--- src/msd_pkg.sv ---
package msd_pkg;

  typedef logic [1:0] sym_t;
  typedef logic [6:0] ascii_t;

  localparam sym_t SYM_DOT  = 2'd0;
  localparam sym_t SYM_DASH = 2'd1;
  localparam sym_t SYM_GAP  = 2'd2;

  // Longest code held in the character table
  localparam int unsigned TABLE_MAX_LEN = 6;

  localparam ascii_t ASCII_OPEN  = 7'h28;
  localparam ascii_t ASCII_CLOSE = 7'h29;

  // Closed code handed from the accumulator to the character decoder
  typedef struct packed {
    logic       close;
    logic       eom;
    logic       usable;
    logic [2:0] len;
    logic [5:0] code;
  } close_t;

  typedef struct packed {
    logic   hit;
    logic   is_paren;
    ascii_t ascii;
  } lookup_t;

  typedef struct packed {
    logic   valid;
    logic   bad_code;
    ascii_t character;
  } result_t;

  // Code is right aligned, first symbol in the highest used bit, dash = 1
  function automatic lookup_t morse_lookup(input logic [2:0] len, input logic [5:0] code);
    lookup_t r;
    r = '{hit: 1'b1, is_paren: 1'b0, ascii: 7'h00};
    unique case ({len, code})
      9'b001_000000: r.ascii = 7'h65; // e
      9'b001_000001: r.ascii = 7'h74; // t
      9'b010_000001: r.ascii = 7'h61; // a
      9'b010_000000: r.ascii = 7'h69; // i
      9'b010_000011: r.ascii = 7'h6d; // m
      9'b010_000010: r.ascii = 7'h6e; // n
      9'b011_000100: r.ascii = 7'h64; // d
      9'b011_000110: r.ascii = 7'h67; // g
      9'b011_000101: r.ascii = 7'h6b; // k
      9'b011_000111: r.ascii = 7'h6f; // o
      9'b011_000010: r.ascii = 7'h72; // r
      9'b011_000000: r.ascii = 7'h73; // s
      9'b011_000001: r.ascii = 7'h75; // u
      9'b011_000011: r.ascii = 7'h77; // w
      9'b100_001000: r.ascii = 7'h62; // b
      9'b100_001010: r.ascii = 7'h63; // c
      9'b100_000010: r.ascii = 7'h66; // f
      9'b100_000000: r.ascii = 7'h68; // h
      9'b100_000111: r.ascii = 7'h6a; // j
      9'b100_000100: r.ascii = 7'h6c; // l
      9'b100_000110: r.ascii = 7'h70; // p
      9'b100_001101: r.ascii = 7'h71; // q
      9'b100_000001: r.ascii = 7'h76; // v
      9'b100_001001: r.ascii = 7'h78; // x
      9'b100_001011: r.ascii = 7'h79; // y
      9'b100_001100: r.ascii = 7'h7a; // z
      9'b101_001111: r.ascii = 7'h31; // 1
      9'b101_000111: r.ascii = 7'h32; // 2
      9'b101_000011: r.ascii = 7'h33; // 3
      9'b101_000001: r.ascii = 7'h34; // 4
      9'b101_000000: r.ascii = 7'h35; // 5
      9'b101_010000: r.ascii = 7'h36; // 6
      9'b101_011000: r.ascii = 7'h37; // 7
      9'b101_011100: r.ascii = 7'h38; // 8
      9'b101_011110: r.ascii = 7'h39; // 9
      9'b101_011111: r.ascii = 7'h30; // 0
      9'b101_010010: r.ascii = 7'h2f; // slash
      9'b110_001100: r.ascii = 7'h3f; // question mark
      9'b110_100001: r.ascii = 7'h2d; // hyphen
      9'b110_010101: r.ascii = 7'h2e; // period
      9'b110_101101: r.is_paren = 1'b1;
      default:       r.hit = 1'b0;
    endcase
    return r;
  endfunction

endpackage

--- src/msd_sym_if.sv ---
interface msd_sym_if;
  import msd_pkg::*;

  logic valid;
  logic ready;
  sym_t symbol;
  logic end_of_message;

  modport source (output valid, output symbol, output end_of_message, input ready);
  modport sink   (input valid, input symbol, input end_of_message, output ready);
endinterface

--- src/msd_chr_if.sv ---
interface msd_chr_if;
  import msd_pkg::*;

  logic   valid;
  logic   ready;
  ascii_t character;
  logic   bad_code;

  modport source (output valid, output character, output bad_code, input ready);
  modport sink   (input valid, input character, input bad_code, output ready);
endinterface

--- src/msd_code_acc.sv ---
module msd_code_acc #(
  parameter int unsigned MAX_CODE_SYMBOLS = 6
) (
  input  logic            clk,
  input  logic            rst_n,
  input  logic            advance,
  input  msd_pkg::sym_t   symbol,
  input  logic            eom,
  output msd_pkg::close_t closed
);
  import msd_pkg::*;

  localparam int unsigned LEN_W = $clog2(MAX_CODE_SYMBOLS + 1);

  logic [MAX_CODE_SYMBOLS-1:0] bits_r, bits_nxt, bits_post;
  logic [LEN_W-1:0]            len_r, len_nxt, len_post;
  logic                        ovf_r, ovf_nxt, ovf_post;
  logic                        is_mark;
  logic                        full;
  logic                        close;

  always_comb begin
    is_mark   = (symbol == SYM_DOT) || (symbol == SYM_DASH);
    full      = (len_r == LEN_W'(MAX_CODE_SYMBOLS));
    close     = eom || (symbol == SYM_GAP);
    bits_post = bits_r;
    len_post  = len_r;
    ovf_post  = ovf_r;
    if (is_mark) begin
      if (full) begin
        ovf_post = 1'b1;
      end else begin
        bits_post = {bits_r[MAX_CODE_SYMBOLS-2:0], symbol[0]};
        len_post  = len_r + LEN_W'(1);
      end
    end

    closed.close  = close;
    closed.eom    = eom;
    closed.usable = !ovf_post && (len_post != '0) && (len_post <= LEN_W'(TABLE_MAX_LEN));
    closed.len    = len_post[2:0];
    closed.code   = bits_post[5:0];

    // Clear the code after every close
    bits_nxt = close ? '0 : bits_post;
    len_nxt  = close ? '0 : len_post;
    ovf_nxt  = close ? 1'b0 : ovf_post;
  end

  always_ff @(posedge clk) begin
    if (!rst_n) begin
      bits_r <= '0;
      len_r  <= '0;
      ovf_r  <= 1'b0;
    end else if (advance) begin
      bits_r <= bits_nxt;
      len_r  <= len_nxt;
      ovf_r  <= ovf_nxt;
    end
  end

endmodule

--- src/msd_char_dec.sv ---
module msd_char_dec (
  input  logic             clk,
  input  logic             rst_n,
  input  logic             advance,
  input  logic             drop_unknown,
  input  msd_pkg::close_t  closed,
  output msd_pkg::result_t result
);
  import msd_pkg::*;

  lookup_t hit;
  logic    good;
  logic    paren_r, paren_nxt;

  always_comb begin
    hit  = morse_lookup(closed.len, closed.code);
    good = closed.usable && hit.hit;

    result.valid     = closed.close && (good || !drop_unknown);
    result.bad_code  = !good;
    result.character = !good ? '0 :
                       hit.is_paren ? (paren_r ? ASCII_CLOSE : ASCII_OPEN) : hit.ascii;

    // Flip on each paren, then clear at end of message
    paren_nxt = paren_r;
    if (closed.close && good && hit.is_paren) begin
      paren_nxt = !paren_r;
    end
    if (closed.eom) begin
      paren_nxt = 1'b0;
    end
  end

  always_ff @(posedge clk) begin
    if (!rst_n) begin
      paren_r <= 1'b0;
    end else if (advance) begin
      paren_r <= paren_nxt;
    end
  end

endmodule

--- src/morse_symbol_stream_decoder.sv ---
// Channel   Dir   Word                              Handshake
// in_sym    in    symbol[1:0], end_of_message       valid/ready
// out_chr   out   character[6:0], bad_code          valid/ready
// cfg       in    cfg_wdata (drop_unknown)          cfg_we, no ready
//
// One symbol per cycle sustained while out_chr is not stalled; a symbol passes
// the input register, then the result register, on its way to the result word.
// Reset (rst_n low, synchronous) clears the code, the paren toggle,
// drop_unknown and both valid flags.
// A stalled result holds the input register; in_sym.ready stays high while
// the input register is empty or moving on this cycle.
module morse_symbol_stream_decoder #(
  parameter int unsigned MAX_CODE_SYMBOLS = 6
) (
  input  logic      clk,
  input  logic      rst_n,
  msd_sym_if.sink   in_sym,
  msd_chr_if.source out_chr,
  input  logic      cfg_we,
  input  logic      cfg_wdata
);
  import msd_pkg::*;

  // Input register
  logic s1_valid_r, s1_valid_nxt;
  sym_t s1_sym_r;
  logic s1_eom_r;

  // Result register
  logic   out_valid_r, out_valid_nxt;
  ascii_t out_char_r;
  logic   out_bad_r;

  logic    drop_r;
  logic    advance;
  logic    in_take;
  close_t  closed;
  result_t result;

  // Move the held symbol on whenever the result slot is free or emptying
  assign advance = s1_valid_r && (!out_valid_r || out_chr.ready);
  assign in_take = in_sym.valid && in_sym.ready;

  assign in_sym.ready = !s1_valid_r || advance;

  assign out_chr.valid     = out_valid_r;
  assign out_chr.character = out_char_r;
  assign out_chr.bad_code  = out_bad_r;

  always_comb begin
    s1_valid_nxt = in_take ? 1'b1 : (advance ? 1'b0 : s1_valid_r);

    out_valid_nxt = out_valid_r;
    if (out_valid_r && out_chr.ready) begin
      out_valid_nxt = 1'b0;
    end
    if (advance && result.valid) begin
      out_valid_nxt = 1'b1;
    end
  end

  always_ff @(posedge clk) begin
    if (!rst_n) begin
      s1_valid_r  <= 1'b0;
      out_valid_r <= 1'b0;
      drop_r      <= 1'b0;
    end else begin
      s1_valid_r  <= s1_valid_nxt;
      out_valid_r <= out_valid_nxt;
      if (cfg_we) begin
        drop_r <= cfg_wdata;
      end
    end
  end

  // Payload registers: load on accept, hold otherwise
  always_ff @(posedge clk) begin
    if (in_take) begin
      s1_sym_r <= in_sym.symbol;
      s1_eom_r <= in_sym.end_of_message;
    end
    if (advance && result.valid) begin
      out_char_r <= result.character;
      out_bad_r  <= result.bad_code;
    end
  end

  // Shift dots and dashes into the pending code, close on gap or end of message
  msd_code_acc #(
    .MAX_CODE_SYMBOLS(MAX_CODE_SYMBOLS)
  ) u_code_acc (
    .clk    (clk),
    .rst_n  (rst_n),
    .advance(advance),
    .symbol (s1_sym_r),
    .eom    (s1_eom_r),
    .closed (closed)
  );

  // Look up the closed code, track the paren toggle, apply the drop policy
  msd_char_dec u_char_dec (
    .clk         (clk),
    .rst_n       (rst_n),
    .advance     (advance),
    .drop_unknown(drop_r),
    .closed      (closed),
    .result      (result)
  );

endmodule

--- src/flat_wrapper.sv ---
// flat-port wrapper written by rule: the top's interface ports become plain ports
module morse_symbol_stream_decoder_flat import msd_pkg::*;
#(
  parameter int unsigned MAX_CODE_SYMBOLS = 6
)
  (clk, rst_n, cfg_we, cfg_wdata, in_sym_valid, in_sym_symbol, in_sym_end_of_message, in_sym_ready, out_chr_valid, out_chr_character, out_chr_bad_code, out_chr_ready);
  msd_sym_if in_sym_i ();
  msd_chr_if out_chr_i ();
  input  logic clk;
  input  logic rst_n;
  input  logic cfg_we;
  input  logic cfg_wdata;
  input wire logic [$bits(in_sym_i.valid)-1:0] in_sym_valid;
  input wire logic [$bits(in_sym_i.symbol)-1:0] in_sym_symbol;
  input wire logic [$bits(in_sym_i.end_of_message)-1:0] in_sym_end_of_message;
  output wire logic [$bits(in_sym_i.ready)-1:0] in_sym_ready;
  output wire logic [$bits(out_chr_i.valid)-1:0] out_chr_valid;
  output wire logic [$bits(out_chr_i.character)-1:0] out_chr_character;
  output wire logic [$bits(out_chr_i.bad_code)-1:0] out_chr_bad_code;
  input wire logic [$bits(out_chr_i.ready)-1:0] out_chr_ready;
  assign in_sym_i.valid = in_sym_valid;
  assign in_sym_i.symbol = in_sym_symbol;
  assign in_sym_i.end_of_message = in_sym_end_of_message;
  assign in_sym_ready = in_sym_i.ready;
  assign out_chr_valid = out_chr_i.valid;
  assign out_chr_character = out_chr_i.character;
  assign out_chr_bad_code = out_chr_i.bad_code;
  assign out_chr_i.ready = out_chr_ready;
  morse_symbol_stream_decoder #(.MAX_CODE_SYMBOLS(MAX_CODE_SYMBOLS)) u_core (.clk(clk), .rst_n(rst_n), .in_sym(in_sym_i), .out_chr(out_chr_i), .cfg_we(cfg_we), .cfg_wdata(cfg_wdata));
endmodule
--- config.mk ---
export PLATFORM = sky130hd
export DESIGN_NAME = morse_symbol_stream_decoder_flat
export DESIGN_NICKNAME = d
export VERILOG_FILES = /design/src/msd_pkg.sv /design/src/msd_sym_if.sv /design/src/msd_chr_if.sv /design/src/msd_code_acc.sv /design/src/msd_char_dec.sv /design/src/morse_symbol_stream_decoder.sv /design/src/flat_wrapper.sv
export SDC_FILE = /design/constraint.sdc
export NUM_CORES = 1
export LEC_CHECK = 0
export ABC_AREA = 1
export BUFFER_PORTS_ARGS = -buffer_cell sky130_fd_sc_hd__buf_2
export CORE_ASPECT_RATIO = 1.25
export CORE_MARGIN = 3
export CORE_UTILIZATION = 50
export DETAILED_ROUTE_END_ITERATION = 16
export HOLD_SLACK_MARGIN = 0.12
export PLACE_DENSITY = 0.71
export SLEW_MARGIN = 20
export SYNTH_ARGS = -nofsm -noshare
export SYNTH_HDL_FRONTEND = slang
export SYNTH_SLANG_ARGS = --single-unit
--- constraint.sdc ---
create_clock -name clk -period 6.5 [get_ports clk]
set_input_delay 0.325 -clock clk [delete_from_list [all_inputs] [get_ports clk]]
set_output_delay 0.325 -clock clk [all_outputs]
set_load 0.1 [all_outputs]
==> results.sh, run 1 <==
export IMPL_drt_total_wl_mm=6.188
export IMPL_coreArea_um2=4493
export IMPL_critical_path_buf_inv_count=3
export IMPL_start_util=0.5316
export IMPL_place_hpwl_mm=5.221
export IMPL_drtIter0Drc=124
export IMPL_async_flop_share=0
export IMPL_nets=383
export IMPL_required_ns=6.46
export IMPL_reg2reg_to="u_core.out_chr.bad_code"
export IMPL_grt_pass1_vias=2250
export IMPL_startpoint="u_core.u_code_acc.len_r[0]"
export IMPL_yosysWarnings=0
export IMPL_fillers=452
export IMPL_cts_made_buffers=3
export IMPL_worstPathArrival_ns=3.03
export IMPL_hold_path_class="in -> reg"
export IMPL_slew_headroom=0.5629
export IMPL_io_buffers=18
export IMPL_seq_area_frac_synth=0.2556
export IMPL_cts_root_buf="clkbuf_8"
export IMPL_cpPeakStageDelay_ns=0.41
export IMPL_fin_cells=429
export IMPL_synthesis_area_um2=2389
export IMPL_drt_pass1_iterations=4
export IMPL_die_h_um=83.28
export IMPL_ant_nets=0
export IMPL_numClockSinks=25
export IMPL_grt_pass1_wl_mm=10.29
export IMPL_synth_edff_count=11
export IMPL_holdBufCountCts=0
export IMPL_crit_path_start_kind="register"
export IMPL_rsz0062_at_grt="no"
export IMPL_drc_errors=0
export IMPL_antennaDiodeCount=0
export IMPL_yosysTopAreaCell="edfxtp_1"
export IMPL_worstReg2RegStart="u_core.u_code_acc.len_r[0]"
export IMPL_gp_congestion=0.9503
export IMPL_htreeDepth=1
export IMPL_critPathKind="reg -> reg"
export IMPL_syn_avg_cell_area_um2=6.709
export IMPL_std_cell_rows=27
export IMPL_crit_cells=17
export IMPL_critPathCapture="u_core.out_chr.bad_code"
export IMPL_yosysTopAreaCellShare=0.1383
export IMPL_clkLatencyLatePin_ns=0.27
export IMPL_die_area_um2=5648
export IMPL_syn_nets=367
export IMPL_fmax_mhz=325.9
export IMPL_area_growth_pct=6.076
export IMPL_maxCapViolations=0
export IMPL_setup_viol=0
export IMPL_synthSimpleGateAreaFrac=0.5207
export IMPL_grt_max_degree=20
export IMPL_synthFlopType="dfxtp_1"
export IMPL_final_common_cell="nand2_1"
export IMPL_irDropWorstVdd_mv=0.1413
export IMPL_grtUsageTotal=0.2362
export IMPL_num_vias=2281
export IMPL_ys_ff_latch=25
export IMPL_reg2reg_slack_ns=3.43
export IMPL_reg2reg_depth=17
export IMPL_netlist_cell_type_count=35
export IMPL_drive_gt1_frac=0.2668
export IMPL_cts_tree="done"
export IMPL_wl_per_cell_um=14.42
export IMPL_antenna_found_initial=0
export IMPL_cp_top_family="simple AND/OR/NAND/NOR gates"
export IMPL_finalSetupTns_ns=0
export IMPL_cts_buffer_depth=2
export IMPL_fin_crit_ns=3.069
export IMPL_status="finished clean"
export IMPL_synth_xor_area_share=0
export IMPL_post_place_cells=425
export IMPL_synthMuxAreaShare=0
export IMPL_cts_resized=0
export IMPL_viasPerCell=5.317
export IMPL_finalHoldViolations=0
export IMPL_finalCritPeriodShare=0.4721
export IMPL_synth_top_family_by_area="simple AND/OR/NAND/NOR gates"
export IMPL_worstPathCellList="inv_1, ha_1, nand2_4, nand2_4, nand2_1, nand2_1, nor2_1, nand3_2, inv_1, o21ai_1, nand3_1, nor2_1, nand3_2, nand2_2, nand2_2, nand3_2, inv_1"
export IMPL_die_w_um=67.82
export IMPL_final_cell_mix="nand2_1, nor2_1, inv_1, nand3_1"
export IMPL_tightestPinTransition_ns=0.6532
export IMPL_drv_slew=0
export IMPL_synthTopCellsByArea="edfxtp_1, dfxtp_1, nand2_1"
export IMPL_clk_pin_slew_ns=0.09
export IMPL_cp_end_kind="register"
export IMPL_leakagePower_nw=1.204
export IMPL_synthAdderAreaFrac=0.01048
export IMPL_clock_skew_ns=0.009052
export IMPL_synth_compound_area_share=0.1074
export IMPL_postCtsSetupRepairBufs=0
export IMPL_syn_inst=356
export IMPL_io_pins=19
export IMPL_crit_path_top_delay_cell="dfxtp_1"
export IMPL_critPathMaxFanout=15
export IMPL_power_density_nw_per_um2=127.4
export IMPL_power_w=0.0003228
export IMPL_grt_overflow_total=0
[layer usage]
metal | GRT usage | vias up | wire length, um
met4 | 0.1700 | 0 | 461
met3 | 0.02977 | 34 | 182
met1 | 0.2651 | 999 | 2501
met5 | 0 | - | 0
li1 | - | 1197 | -
met2 | 0.3933 | 51 | 3043
[through the flow]
| step | hold WS, ns | utilization | area [um2] | setup slack, ns |
|---|---|---|---|---|
| after global routing | 0.2054 | 0.5639 | 2534 | 3.104 |
| after global placement | 0.4672 | 0.5530 | 2485 | 3.587 |
| after CTS | 0.2132 | 0.5639 | 2534 | 3.455 |
| final | 0.2190 | 0.5639 | 2534 | 3.432 |
| after detailed placement | 0.4734 | 0.5530 | 2485 | 3.461 |
| after floorplan | 0.4185 | - | 2389 | 3.891 |
[worst min path at each step]
stage,from,end,depth (start not counted)
after global placement,u_core.u_char_dec.paren_r,u_core.u_char_dec.paren_r,2
after global routing,in_sym_symbol[0],u_core.s1_sym_r[0],1
final,in_sym_symbol[0],u_core.s1_sym_r[0],1
after detailed placement,u_core.u_code_acc.bits_r[5],u_core.u_code_acc.bits_r[5],2
after CTS,in_sym_symbol[0],u_core.s1_sym_r[0],1
after floorplan,cfg_we,u_core.drop_r,1
[cell usage after synthesis (2+ instances only)]
library cell  instances
nand4_1               3
nor3_1                6
ha_1                  2
buf_6                 3
inv_2                10
nand3_1              38
nor4_1                6
nand3_2               6
a21oi_2               5
o21ai_0               9
edfxtp_1             11
a211oi_1              2
clkbuf_1              2
nor2_4                5
dfxtp_1              14
nand2_1              70
nand2_2              18
nand2_4              17
nor2_1               46
o21ai_1               2
a21oi_1              17
inv_1                38
nor2_2               14
[state kept, by name, summed over array words and instances (netlist names), 2 cells and up]
register / cells
u_core.out_chr.character: 7
u_core.s1_sym_r: 2
u_core.u_code_acc.bits_r: 6
u_core.u_code_acc.len_r: 3
[logic make-up after synthesis]
| family | count (synthesis) |
|---|---|
| compound gates | 42 |
| flops | 25 |
| fa+ha+maj | 2 |
| simple gates | 231 |
| buf+inv | 56 |
[where the power goes]
group          switching (W)  internal (W)
registers         0.00000249      0.000167
logic              0.0000437     0.0000150
clock network      0.0000509     0.0000435
total              0.0000971      0.000226
[area by class of cell]
cell class	instances	area (um2)	share of cell area
clock buffers	3	41.29	0.01630
clock inverters	1	7.507	0.002963
inverters	49	186.4	0.07358
multi-input cells	275	1525	0.6020
flip-flops and latches	25	610.6	0.2410
well taps	58	72.57	0.02864
repair buffers	18	90.09	0.03556
No activity file was read; power rests on OpenSTA's default activity.
==> run 2, diff against run 1 <==
Settings changed: PLACE_DENSITY 0.71 to 0.74.
Clock period 6.5 ns to 2.8 ns, I/O delays scaled along.
==> results.sh, run 2 (synthesized netlist as in run 1, its figures left out) <==
export IMPL_final_common_cell="nand2_1"
export IMPL_required_ns=2.79
export IMPL_start_util=0.5316
export IMPL_maxCapViolations=0
export IMPL_setup_viol=0
export IMPL_clock_skew_ns=0.007555
export IMPL_min_to="u_core.out_chr.valid"
export IMPL_leakagePower_nw=1.326
export IMPL_io_buffers=18
export IMPL_reg2reg_to="u_core.out_chr.character[5]"
export IMPL_worstPathArrival_ns=2.67
export IMPL_gp_congestion=0.9596
export IMPL_drive_gt1_frac=0.3241
export IMPL_reg2reg_slack_ns=0.12
export IMPL_antenna_found_initial=0
export IMPL_finish_utilization=0.6255
export IMPL_clkLatencyLatePin_ns=0.28
export IMPL_coreArea_um2=4493
export IMPL_dp_slack_ns=-0.09879
export IMPL_slew_headroom=0.5488
export IMPL_finalSetupTns_ns=0
export IMPL_tightestPinTransition_ns=0.6743
export IMPL_clk_pin_slew_ns=0.10
export IMPL_hold_path_startpoint="out_chr_ready"
export IMPL_fin_crit_ns=2.684
export IMPL_cp_end_kind="register"
export IMPL_critPathKind="reg -> reg"
export IMPL_die_h_um=83.28
export IMPL_status="finished clean"
export IMPL_wl_met2_mm=3.452
export IMPL_cts_tree="done"
export IMPL_crit_path_top_delay_cell="dfxtp_1"
export IMPL_die_area_um2=5648
export IMPL_critPathMaxFanout=8
export IMPL_die_w_um=67.82
export IMPL_worstPathCellList="inv_2, ha_4, nand2_4, buf_4, nand3_1, nand2_1, nand2_2, nor2_2, nand2_4, nor2_1, nor2_2, nand3_1, nor2_1, nand3_2, nand2_2, nand2_2, nand3_2, clkinvlp_4"
export IMPL_cts_buffer_depth=2
export IMPL_drtIter0Drc=248
export IMPL_std_cell_rows=27
export IMPL_nets=407
export IMPL_drt_total_wl_mm=6.938
export IMPL_final_cell_mix="nand2_1, nor2_1, nand3_1, inv_1"
export IMPL_reg2reg_depth=18
export IMPL_fmax_mhz=372.6
export IMPL_drv_slew=0
export IMPL_numClockSinks=25
export IMPL_power_density_nw_per_um2=277.7
export IMPL_hold_path_depth=4
export IMPL_area_growth_pct=17.65
export IMPL_met1_length_mm=2.681
export IMPL_grt_overflow_total=0
export IMPL_htreeDepth=1
export IMPL_crit_path_frequent_cell="nand2_2"
export IMPL_antennaDiodeCount=0
export IMPL_irDropWorstVdd_mv=0.2686
export IMPL_num_vias=2506
export IMPL_cts_made_buffers=3
export IMPL_ant_nets=0
export IMPL_drt_pass1_iterations=5
export IMPL_grt_pass1_wl_mm=11.15
export IMPL_crit_path_start_kind="register"
export IMPL_cts_root_buf="clkbuf_8"
export IMPL_worstReg2RegStart="u_core.u_code_acc.len_r[0]"
export IMPL_cpPeakStageDelay_ns=0.35
export IMPL_wl_per_cell_um=15.32
export IMPL_viasPerCell=5.532
export IMPL_hold_path_class="in -> reg"
export IMPL_fillers=407
export IMPL_io_pins=19
export IMPL_top_layer_used="met4"
export IMPL_finalCritPeriodShare=0.9586
export IMPL_place_hpwl_mm=5.324
export IMPL_grt_max_degree=20
export IMPL_wl_met3_um=364
export IMPL_grt_pass1_vias=2439
export IMPL_grtUsageTotal=0.2535
export IMPL_drc_errors=0
export IMPL_startpoint="u_core.u_code_acc.len_r[0]"
export IMPL_finalHoldViolations=0
export IMPL_largest_register_ffs=7
export IMPL_setup_slack_ns=0.1159
run 2: cell types whose count changed in the layout (fill, tap and decap cells not counted), moves of 2 or more:
| cell | change |
|---|---|
| buf_4 | +15 |
| dlygate4sd3_1 | +7 |
| nor2_1 | -6 |
| nor2_2 | +5 |
| inv_1 | -2 |
| nand2_4 | +2 |
run 2: critical path: cells and delay by family (launching register included):
family | cells | cell delay (ns)
and+or+nand+nor | 14 | 1.44
DFF | 1 | 0.35
buffers and inverters | 3 | 0.41
adders and majority gates | 1 | 0.18
run 2: how the worst max path moves through the flow:
stage	to	slack, ns	depth (start not counted)
6_report	u_core.out_chr.character[5]	0.12	18
5_1_grt	u_core.out_chr.character[5]	-0.04	18
4_1_cts	u_core.out_chr.character[2]	0.02	19
3_5_place_dp	u_core.out_chr.character[2]	-0.1	17
3_3_place_gp	u_core.out_chr.character[6]	-0.05	17
2_1_floorplan	u_core.s1_eom_r	0.19	3
run 2: layer usage:
metal / GRT usage / vias up
li1: - / 1237
met1: 0.2846 / 1106
met2: 0.4269 / 121
met3: 0.04195 / 42
met4: 0.1591 / 0
met5: 0 / -
run 2: cell type report:
type,instances,area [um2],share of cell area
clock buffer,3,41.29,0.01469
clock inverter,1,7.507,0.002671
inverter,49,192.7,0.06857
multi-input combinational,277,1613,0.5739
sequential,25,610.6,0.2173
tap,58,72.57,0.02582
timing repair buffer,40,272.8,0.09706
run 2: repair_timing:
item / 4_1_cts / 5_1_grt
pin swaps: 0 / 3
hold endpoints to repair: 6 / 0
setup endpoints to repair: 9 / 15
resized for setup: 4 / 15
hold buffers: 7 / 0
buffers inserted: 0 / 6
gates cloned: 0 / 2
run 2: where the power goes:
group	internal (W)	switching [W]	leakage, nW
Clock	0.000101	0.000126	0.0217
Sequential	0.000388	0.00000515	0.227
Combinational	0.0000472	0.000113	1.08
Total	0.000537	0.000244	1.33
run 2: stage by stage:
stage | power, W | cells | hold slack (ns) | cell area, um2
final | 0.0007803 | 453 | 0.1511 | 2810
after global routing | 0.0008103 | 453 | 0.1967 | 2810
after CTS | 0.0007725 | 445 | 0.1606 | 2690
after detailed placement | 0.0005395 | 434 | 0.3183 | 2552
after global placement | 0.0005400 | 434 | 0.3173 | 2552
after floorplan | 0.0005127 | 356 | 0.2335 | 2389
